<file path="config.mk">
export PLATFORM = sky130hd
export DESIGN_NAME = lru_page_replacement_top
export DESIGN_NICKNAME = d
export VERILOG_FILES = /design/src/rtl/lrupr_pkg.sv /design/src/rtl/lrupr_frame_store.sv /design/src/rtl/lru_page_replacement_top.sv
export VERILOG_INCLUDE_DIRS = /design/src /design/src/rtl
export SDC_FILE = /design/constraint.sdc
export NUM_CORES = 1
export LEC_CHECK = 0
export BUFFER_PORTS_ARGS = -buffer_cell sky130_fd_sc_hd__buf_2
export CAP_MARGIN = 5
export CORE_MARGIN = 2
export CORE_UTILIZATION = 47
export DETAILED_ROUTE_END_ITERATION = 16
export GPL_ROUTABILITY_DRIVEN = 0
export PLACE_DENSITY = 0.75
export SLEW_MARGIN = 30
export SYNTH_ARGS = -nofsm -noshare
export SYNTH_HDL_FRONTEND = slang
export SYNTH_HIERARCHICAL = 1
export SYNTH_SLANG_ARGS = --single-unit
</file>
<file path="constraint.sdc">
create_clock -name clk -period 7.74 [get_ports clk]
set_input_delay 0.774 -clock clk [delete_from_list [all_inputs] [get_ports clk]]
set_output_delay 0.774 -clock clk [all_outputs]
set_load 0.01 [all_outputs]
</file>
<file path="src/rtl/lru_page_replacement_top_defines.svh">
// Assertion macros shared by the LRU page replacement RTL.
// Depends on nothing; each using module provides clk and rst_n.
`ifndef LRU_PAGE_REPLACEMENT_TOP_DEFINES_SVH
`define LRU_PAGE_REPLACEMENT_TOP_DEFINES_SVH

// A property that must hold at every clock edge out of reset.
`define LRUPR_ASSERT(label, prop, msg) \
  label: assert property (@(posedge clk) disable iff (!rst_n) (prop)) else $error(msg);

// A condition that must hold in the same cycle as its trigger.
`define LRUPR_ASSERT_IMPL(label, ante, cons, msg) \
  label: assert property (@(posedge clk) disable iff (!rst_n) (ante) |-> (cons)) else $error(msg);

// A condition that must hold in the cycle after its trigger.
`define LRUPR_ASSERT_NEXT(label, ante, cons, msg) \
  label: assert property (@(posedge clk) disable iff (!rst_n) (ante) |=> (cons)) else $error(msg);

`endif

</file>
<file path="src/rtl/lrupr_pkg.sv">
// Shared constants for the LRU page replacement block.
// Depends on nothing; used by the top level and the frame store.
package lrupr_pkg;

  // Default sizing of the frame table.
  localparam int FRAMES_DEF     = 16;
  localparam int PAGE_WIDTH_DEF = 16;
  localparam int TIME_WIDTH_DEF = 32;

  // Fixed field widths on the ports.
  localparam int CFG_W       = 5;
  localparam int PAGE_FLD_W  = 16;
  localparam int FIDX_FLD_W  = 4;
  localparam int FAULT_W     = 32;
  localparam int IN_TDATA_W  = 16;
  localparam int OUT_FLD_W   = 1 + FIDX_FLD_W + 1 + PAGE_FLD_W + FAULT_W;
  localparam int OUT_TDATA_W = ((OUT_FLD_W + 7) / 8) * 8;

  // Reset value of the frame count register.
  localparam logic [CFG_W-1:0] NUM_FRAMES_RST = CFG_W'(16);

endpackage

</file>
<file path="src/rtl/lrupr_frame_store.sv">
// Frame table memory: one write port, one read port, registered read data.
// Depends on lrupr_pkg for its default sizing; sized by the top level of the LRU page replacement block.
module lrupr_frame_store #(
  parameter int DEPTH = lrupr_pkg::FRAMES_DEF,
  parameter int AW    = 4,
  parameter int DW    = lrupr_pkg::PAGE_WIDTH_DEF + lrupr_pkg::TIME_WIDTH_DEF
) (
  input  logic          clk,
  input  logic          wr_en,
  input  logic [AW-1:0] wr_addr,
  input  logic [DW-1:0] wr_data,
  input  logic          rd_en,
  input  logic [AW-1:0] rd_addr,
  output logic [DW-1:0] rd_data
);

  logic [DW-1:0] mem [DEPTH];
  logic [DW-1:0] rd_data_r;

  // Write port.
  always_ff @(posedge clk) begin
    if (wr_en) begin
      mem[wr_addr] <= wr_data;
    end
  end

  // Read port with registered read data.
  always_ff @(posedge clk) begin
    if (rd_en) begin
      rd_data_r <= mem[rd_addr];
    end
  end

  assign rd_data = rd_data_r;

endmodule

</file>
<file path="src/rtl/lru_page_replacement_top.sv">
// LRU page replacement unit: one page reference in, one hit/fault result out.
// Depends on lrupr_pkg, lrupr_frame_store and lru_page_replacement_top_defines.svh.
//
// Each request carries a page number; each result reports hit or fault, the frame
// that now holds the page, the evicted page if any and the running fault count.
// Pages and last-use stamps live in one synchronous frame table that is scanned
// one entry per cycle across the active frames. A request is accepted, the
// table is read entry by entry, the read data of the last entry is awaited,
// and the write-back then also loads the result. A new request is taken while
// the previous result still waits on the output. The table needs no clearing
// after reset; the fill count keeps unwritten frames out of every decision.
// Write cfg_wdata only while no request is in flight.
`include "lru_page_replacement_top_defines.svh"

module lru_page_replacement_top #(
  parameter int FRAMES     = lrupr_pkg::FRAMES_DEF,
  parameter int PAGE_WIDTH = lrupr_pkg::PAGE_WIDTH_DEF,
  parameter int TIME_WIDTH = lrupr_pkg::TIME_WIDTH_DEF
) (
  input  logic                                clk,
  input  logic                                rst_n,
  // Configuration: num_frames.
  input  logic                                cfg_we,
  input  logic [lrupr_pkg::CFG_W-1:0]         cfg_wdata,
  // Request: [15:0] page_number.
  input  logic                                in_tvalid,
  output logic                                in_tready,
  input  logic [lrupr_pkg::IN_TDATA_W-1:0]    in_tdata,
  // Result: [0] hit, [4:1] frame_index, [5] evicted_valid,
  // [21:6] evicted_page, [53:22] fault_total, [55:54] zero.
  output logic                                out_tvalid,
  input  logic                                out_tready,
  output logic [lrupr_pkg::OUT_TDATA_W-1:0]   out_tdata
);

  localparam int FIDX_W = (FRAMES > 1) ? $clog2(FRAMES) : 1;
  localparam int CNT_W  = $clog2(FRAMES + 1);
  localparam int NW     = (CNT_W > lrupr_pkg::CFG_W) ? CNT_W : lrupr_pkg::CFG_W;
  localparam int PW     = PAGE_WIDTH;
  localparam int TW     = TIME_WIDTH;
  localparam int DW     = PW + TW;
  localparam int FW     = lrupr_pkg::FAULT_W;

  typedef enum logic [1:0] {S_IDLE, S_SCAN, S_WRITE} state_t;

  state_t                         state_r;
  logic [lrupr_pkg::CFG_W-1:0]    num_frames_r;
  logic [NW-1:0]                  filled_r;
  logic [TW-1:0]                  time_r;
  logic [FW-1:0]                  fault_r;

  // Per-request working registers.
  logic [PW-1:0]                  page_r;
  logic [NW-1:0]                  n_r;
  logic [NW-1:0]                  valid_r;
  logic [NW-1:0]                  iss_r;
  logic                           rdv_r;
  logic [NW-1:0]                  rdidx_r;
  logic                           found_r;
  logic [FIDX_W-1:0]              slot_r;
  logic [FIDX_W-1:0]              best_idx_r;
  logic [TW-1:0]                  best_time_r;
  logic [PW-1:0]                  best_page_r;

  logic                           out_tvalid_r;
  logic [lrupr_pkg::OUT_TDATA_W-1:0] out_tdata_r;

  logic [NW-1:0]                  num_ext;
  logic [NW-1:0]                  n_eff;
  logic [NW-1:0]                  valid_eff;
  logic [PW+15:0]                 in_page_wide;
  logic [PW-1:0]                  in_page;
  logic                           in_accept;
  logic                           rd_en;
  logic [DW-1:0]                  rd_data;
  logic [PW-1:0]                  rd_page;
  logic [TW-1:0]                  rd_time;
  logic                           rd_match;
  logic                           rd_older;
  logic                           scan_last;
  logic                           out_load;
  logic [FIDX_W-1:0]              wr_slot;
  logic                           fill;
  logic                           ev_valid;
  logic [PW+15:0]                 ev_page_wide;
  logic [FIDX_W+3:0]              slot_wide;
  logic [FW-1:0]                  fault_nxt;
  logic [TW-1:0]                  time_nxt;
  logic [NW-1:0]                  filled_nxt;

  // Active frame count clamped to 1..FRAMES, and the searchable frame count.
  assign num_ext   = NW'(num_frames_r);
  assign n_eff     = (num_ext == '0) ? NW'(1) :
                     ((num_ext > NW'(FRAMES)) ? NW'(FRAMES) : num_ext);
  assign valid_eff = (filled_r < n_eff) ? filled_r : n_eff;

  // Page field masked or extended to the table's page width.
  assign in_page_wide = (PW + 16)'(in_tdata[lrupr_pkg::PAGE_FLD_W-1:0]);
  assign in_page      = in_page_wide[PW-1:0];

  assign in_tready = (state_r == S_IDLE);
  assign in_accept = in_tvalid && in_tready;

  // Table read issue: one entry per cycle across the active frames.
  assign rd_en = (state_r == S_SCAN) && (iss_r < n_r);

  lrupr_frame_store #(
    .DEPTH (FRAMES),
    .AW    (FIDX_W),
    .DW    (DW)
  ) u_store (
    .clk     (clk),
    .wr_en   (out_load),
    .wr_addr (wr_slot),
    .wr_data ({time_r, page_r}),
    .rd_en   (rd_en),
    .rd_addr (iss_r[FIDX_W-1:0]),
    .rd_data (rd_data)
  );

  // Compare the entry that just came back from the table.
  assign rd_page   = rd_data[PW-1:0];
  assign rd_time   = rd_data[PW +: TW];
  assign rd_match  = rdv_r && !found_r && (rdidx_r < valid_r) && (rd_page == page_r);
  assign rd_older  = rdv_r && ((rdidx_r == '0) || (rd_time < best_time_r));
  assign scan_last = rdv_r && (rdidx_r == (n_r - NW'(1)));

  // Write-back decision: hit, fill of a free frame, or replacement of the oldest.
  assign out_load = (state_r == S_WRITE) && (!out_tvalid_r || out_tready);
  assign fill     = !found_r && (filled_r < n_r);
  assign ev_valid = !found_r && !fill;

  always_comb begin
    if (found_r) begin
      wr_slot = slot_r;
    end else if (fill) begin
      wr_slot = filled_r[FIDX_W-1:0];
    end else begin
      wr_slot = best_idx_r;
    end
  end

  assign ev_page_wide = ev_valid ? (PW + 16)'(best_page_r) : '0;
  assign slot_wide    = (FIDX_W + 4)'(wr_slot);
  assign fault_nxt    = (!found_r && (fault_r != '1)) ? fault_r + FW'(1) : fault_r;
  assign time_nxt     = (time_r != '1) ? time_r + TW'(1) : time_r;
  assign filled_nxt   = fill ? filled_r + NW'(1) : filled_r;

  // Control sequencer, scan trackers and result register.
  always_ff @(posedge clk) begin
    if (!rst_n) begin
      state_r      <= S_IDLE;
      num_frames_r <= lrupr_pkg::NUM_FRAMES_RST;
      filled_r     <= '0;
      time_r       <= '0;
      fault_r      <= '0;
      iss_r        <= '0;
      rdv_r        <= 1'b0;
      found_r      <= 1'b0;
      out_tvalid_r <= 1'b0;
    end else begin
      if (cfg_we) begin
        num_frames_r <= cfg_wdata;
      end

      rdv_r   <= rd_en;
      rdidx_r <= iss_r;

      // A new result replaces the one taken in the same cycle.
      if (out_load) begin
        out_tvalid_r <= 1'b1;
      end else if (out_tready) begin
        out_tvalid_r <= 1'b0;
      end

      unique case (state_r)
        S_IDLE: begin
          if (in_accept) begin
            page_r  <= in_page;
            n_r     <= n_eff;
            valid_r <= valid_eff;
            iss_r   <= '0;
            found_r <= 1'b0;
            state_r <= S_SCAN;
          end
        end
        S_SCAN: begin
          if (rd_en) begin
            iss_r <= iss_r + NW'(1);
          end
          if (rd_match) begin
            found_r <= 1'b1;
            slot_r  <= rdidx_r[FIDX_W-1:0];
          end
          if (rd_older) begin
            best_idx_r  <= rdidx_r[FIDX_W-1:0];
            best_time_r <= rd_time;
            best_page_r <= rd_page;
          end
          if (scan_last) begin
            state_r <= S_WRITE;
          end
        end
        S_WRITE: begin
          if (out_load) begin
            filled_r     <= filled_nxt;
            time_r       <= time_nxt;
            fault_r      <= fault_nxt;
            out_tdata_r  <= {2'b00, fault_nxt, ev_page_wide[15:0], ev_valid,
                             slot_wide[3:0], found_r};
            state_r      <= S_IDLE;
          end
        end
        default: begin
          state_r <= S_IDLE;
        end
      endcase
    end
  end

  assign out_tvalid = out_tvalid_r;
  assign out_tdata  = out_tdata_r;

  // Checks on the sequencer and the bookkeeping.
  `LRUPR_ASSERT(a_fill_bound, filled_r <= NW'(FRAMES), "fill count beyond frame table depth")
  `LRUPR_ASSERT_NEXT(a_accept_scan, in_accept, (state_r == S_SCAN) && !found_r, "request did not start a clean scan")
  `LRUPR_ASSERT_IMPL(a_hit_no_evict, out_load && found_r, !ev_valid, "hit reported an eviction")
  `LRUPR_ASSERT_NEXT(a_fault_mono, out_load, fault_r >= $past(fault_r), "fault count went backwards")
  `LRUPR_ASSERT_IMPL(a_write_quiet, state_r == S_WRITE, !rdv_r && !rd_en, "table read active during write-back")

endmodule

</file>
Yosys cells after proc, flatten, opt, wreduce, memory -nomap -nowiden
Memories as Yosys holds them, arrays and structs flattened. A register that Yosys moved wholly into a read port is not among the register bits.
Index checks and enable logic that the tools add are counted.
- register bits after elaboration: 225
- bits in latches: 0
- bits in writable memories: 768
- memory bits (read-only): 0
- input port bits: 26
- output and inout port bits: 58
- word-level logic and storage cells: 93
- memories: 1
- memories (memory ; words ; bits a word ; rd ports ; clocked after memory_dff ; write ports ; RTL line ; RTL):
    u_store.mem ; 16 ; 48 ; 1 ; 1 ; 1 ; lrupr_frame_store.sv:17 ; logic [DW-1:0] mem [DEPTH];
- $add $sub $neg: 5
- multiply operators: 0
- div/mod/pow operators: 0
- $lt $le $gt $ge: 6
- equality and inequality tests: 11
- shift-type cells: 0
- mux-type cells: 20
- bitwise gates (word level): 0
- reduce and logical (&&, ||, !) cells: 31
- operator list (cell ; count):
    $add A32 B1 Y32 const B ; 2
    $ne A32 B32 Y1 const B ; 2
    $lt A32 B32 Y1 ; 1
    $mux W32 ; 1
    $reduce_and A3 Y1 ; 9
    $mux W5 ; 5
    $lt A5 B5 Y1 ; 4
    $eq A16 B16 Y1 ; 1
    $logic_and A1 B1 Y1 ; 11
    $add A5 B1 Y5 const B ; 2
    $logic_not A5 Y1 ; 2
    $pmux W5 S2 ; 1
    $mux W4 ; 2
    $ne A2 B2 Y1 const B ; 4
    $mux W1 ; 6
    $mux W2 ; 3
    $pmux W2 S3 ; 1
    $eq A5 B5 Y1 ; 1
    $gt A5 B5 Y1 const B ; 1
    $sub A5 B1 Y5 const B ; 1
    $reduce_bool A2 Y1 ; 2
    $logic_not A1 Y1 ; 3
    $eq A2 B1 Y1 const B ; 1
    $eq A2 B2 Y1 const B ; 1
    other kinds (5) ; 6

Longest topological paths before layout
- depth in word-level cells: 6
- gate-level depth with buffers: 10
- gate-level depth less buffers: 9

Hierarchy
Netlist, hierarchy kept.
- modules (own cells, without submodules) (module ; instances ; cells an instance ; area each (sq um) ; sequential area each (sq um)):
    lrupr_frame_store ; 1 ; 1242 ; 30175.2 ; 24503.5
    lru_page_replacement_top ; 1 ; 953 ; 10478.8 ; 5915.7

Least setup slack after synthesis
OpenSTA, ideal clock, no wires.
- kind: reg-to-reg
- start: register n_r[1]
- end: memory u_store/mem[0][0] (netlist bit), enable pin
- library setup time: 0.513 ns
- arrival time: 5.570 ns
- required time: 7.227 ns
- path slack: 1.658 ns
- cell stages (with the launch flop): 11
- path buffers: 1
- clock period less this slack: 6.082 ns
- cells stage by stage: edfxtp_1 inv_1 ha_1 a21o_1 a21oi_1 o21ai_0 clkbuf_1 mux2i_1 o21ai_0 or3b_2 nor3_1
- word-level cells in the longest chain between the ends: 4
- RTL lines (element ; RTL line ; RTL):
    start, declared ; lru_page_replacement_top.sv:54 ; logic [NW-1:0] n_r;
    start signal, assigned ; lru_page_replacement_top.sv:180 ; n_r <= n_eff;
    $lt A5 B5 Y1 ; lru_page_replacement_top.sv:130 ; assign fill = !found_r && (filled_r < n_r);
    $logic_and A1 B1 Y1 ; lru_page_replacement_top.sv:130 ;
    $mux W4 ; lru_page_replacement_top.sv:136 ; end else if (fill) begin
    $mux W4 ; lru_page_replacement_top.sv:134 ; if (found_r) begin
    named net wr_slot[2] ; lru_page_replacement_top.sv:82 ; logic [FIDX_W-1:0] wr_slot;
    end, declared ; lrupr_frame_store.sv:17 ;
The timed path passes the listed nets, and every way through them passes these cells.

Worst setup path after layout
- start: register n_r[1]
- end: memory u_store/mem[15][39] (netlist bit), enable pin
The elaborated chain is that of the path after synthesis.

==> summary.md <==
| Metric | Value |
|---|---|
| Crit share post-route | `0.559` |
| Fmax | `231 MHz` |
| Max Slew Vio Count | `0` |
| Starting DRC count in detailed routing | `2307` |
| Largest cells by area after synthesis | `edfxtp_1 71%, mux4_2 11%, dfxtp_1 4.1%, a22oi_1 1.8%, ha_1 1.6%` |
| Post-Route Skew | `25.7 ps` |
| TritonRoute pass-1 iters | `6` |
| Gr usage total | `0.196` |
| Tmin final | `4330 ps` |
| Clock buffer depth | `3` |
| Multi-input gate area | `9760 um2` |
| Gr ovfl total | `0` |
| Hold Path Class | `in -> reg` |
| Placeable Area | `85400 um2` |
| Die height | `298 um` |
| Via/cell ratio | `5.91` |
| Buf/Inv on CP | `3` |
| Net count, final | `2399` |
| # DRC | `0` |
| Critical path's top delay family | `simple AND/OR/NAND/NOR gates` |
| Max cap viols | `0` |
| Sink Count | `1041` |
| Vias post-DR | `21.0k` |
| DP Wirelength | `49100 um` |
| Post-synth EDFFs | `957` |
| Max-Slew Margin vs Limit | `0.329` |
| Clock root buffer | `clkbuf_16` |
| Starting Density | `0.476` |
| Synth top cells by count | `957 x edfxtp_1, 192 x mux4_2, 126 x nand2_1` |
| Synth top area share | `0.707` |
| Layout fillers | `6457` |
| ANT nets after route | `0` |
| DIE WIDTH | `298 um` |
| Critical path, cell by cell | `inv_1 -> ha_1 -> a21o_1 -> a21oi_1 -> o21ai_1 -> buf_4 -> mux2i_1 -> o21ai_1 -> nand2_1 -> nor2_4 -> buf_4` |
| Most common flop cell mapped by yosys | `edfxtp_1` |
| PD cells | `241 nW/um2` |
| Layout cells sized above 1 | `0.207` |
| CP max-delay cell | `buf_4` |
| Post-Syn Area | `40700 um2` |
| Library cells used by synthesis | `59` |
| Area Growth Syn to Fin | `12.4%` |
| CP peak stage delay | `650 ps` |
| Crit. End Element | `flip-flop` |
| Vias in the first global route | `21.4k` |
| Post-CTS Setup Inserts | `0` |
| Port Buffers | `81` |
| Reg area | `30400 um2` |
| Synth Warn # | `6` |
| Crit path arrival time | `4600 ps` |
| CTS tree | `built` |
| FF+latch count, synth | `1041` |
| Count leader, synth | `edfxtp_1` |
| Ys async rst share | `0` |
| Synthesized instance count | `2195` |
| Routed wire per std cell | `24.6 um` |
| Die area | `88900 um2` |
| CP max FO | `34` |
| Transition time of the tightest slew-check pin | `1010 ps` |
| Critical path class | `reg -> reg` |
| Clock-pin transition on the worst setup and hold timing paths | `60 ps` |
| Required time worst endpoint | `8010 ps` |
| CTS resizes | `0` |
| WHS | `283 ps` |
| Initial antenna violation count | `2` |
| Cts hold-fix bufs | `0` |
| Syn_area_per_cell | `18.5 um2` |
| Fin. Hold Viols | `0` |
| Worst vdd ir | `197 uV` |
| Synth area leader | `edfxtp_1` |
| Global-route wire length before repair | `132000 um` |
| Startpoint types | `flip-flop` |
| Largest net degree at the start of global routing | `112` |
| Clock buffer count from CTS | `97` |
| IO Count | `84` |
| Clock latency on the worst-skew pair | `660 ps` |
| Unrepaired setup endpoints after global routing | `no` |
| Setup_tns | `0 ps` |
| H-tree levels | `3` |
| Leakage | `15.3 nW` |
| Row cnt | `107` |
| Final setup viols | `0` |
| Routed WL | `87300 um` |
| Status | `complete, no violations` |
| Seq/Total Area, Yosys | `0.748` |
cell type report:
| type | instances | share of cell area |
|---|---|---|
| antenna | 1 | 0.0000548 |
| clock buffer | 133 | 0.0578 |
| clock inverter | 51 | 0.00939 |
| inverter | 55 | 0.00452 |
| multi-input combinational | 1006 | 0.214 |
| sequential | 1041 | 0.666 |
| tap | 1144 | 0.0313 |
| timing repair buffer | 120 | 0.0175 |
path summary, 6_finish.rpt:
check / from / end / slack, ps / cells after the start
hold / removal: in_tdata[8] / page_r[8] / 280 / 1
setup reg to reg: n_r[1] / u_store/mem[15][39] / 3410 / 11
hold reg to reg: u_store/rd_data[36] / best_time_r[20] / 460 / 0
setup / recovery: n_r[1] / u_store/mem[15][39] / 3410 / 11
cells in the final DEF (no fill, tap or decap), drive strengths merged, types with 5 or more instances in the layout:
master and n:
a211oi 10, inv 57, nand3 43, buf 120, dfxtp 84, o211ai 5
and2 7, mux4 192, a22oi 96, nor3 37, ha 52, a21oi 37
o21ai 27, mux2i 13, and3 25, xnor2 51, edfxtp 957, nand4 30
nor4 14, nor2 100, and4 6, xor2 49, clkinv 44, nand2b 18
clkbuf 133, nand2 126, mux2 6, or3 12
report_power, final:
part / total, mW / switching (mW) / internal (mW)
combinational: 0.269 / 0.158 / 0.110
sequential: 6.20 / 0.0531 / 6.14
clock: 4.57 / 2.02 / 2.54
total: 11.0 / 2.23 / 8.80
worst register-to-register path, cell delays in order, from the launching register on:
cell      delay, ps
edfxtp_1        390
inv_1           120
ha_1            240
a21o_1          150
a21oi_1         180
o21ai_1         100
buf_4           220
mux2i_1         150
o21ai_1         620
nand2_1         460
nor2_4          600
buf_4           660
layer usage:
metal	part of all wire	wire (um)	up-vias	track usage
met5	0	0	-	0
met4	0.024	2110	0	0.0574
met3	0.080	7020	157	0.0350
met2	0.50	43700	1001	0.328
met1	0.40	34500	10800	0.263
li1	-	-	9038	-
registers in the layout, summed over array words and instances, names as in the netlist, 16 cells and up:
name,flops
u_store/mem,768
out_tdata,54
u_store/rd_data,48
best_time_r,32
fault_r,32
time_r,32
best_page_r,16
page_r,16
per-stage QoR:
step / setup slack, ps / instance area, um2 / std cells / utilization / power [mW]
after floorplan: 1660 / 40700 / 2196 / - / 6.48
after global placement: 3170 / 42500 / 3362 / 0.498 / 6.57
after detailed placement: 3000 / 42500 / 3362 / 0.498 / 6.58
after CTS: 2980 / 45600 / 3546 / 0.533 / 11.1
after global routing: 3240 / 45700 / 3550 / 0.535 / 11.3
final: 3410 / 45700 / 3551 / 0.535 / 11.0
logic make-up after synthesis:
logic type | Yosys count | synth area share
AO/OA/AOI/OAI | 201 | 0.0336
AND/OR/NAND/NOR | 440 | 0.0533
flip-flops | 1041 | 0.748
multiplexers | 211 | 0.111
buffers and inverters | 149 | 0.0160
adder cells (fa/ha/maj) | 52 | 0.0160
other | 1 | 0.0000922
XOR/XNOR | 100 | 0.0215
Power figures use the tool's default switching activity.
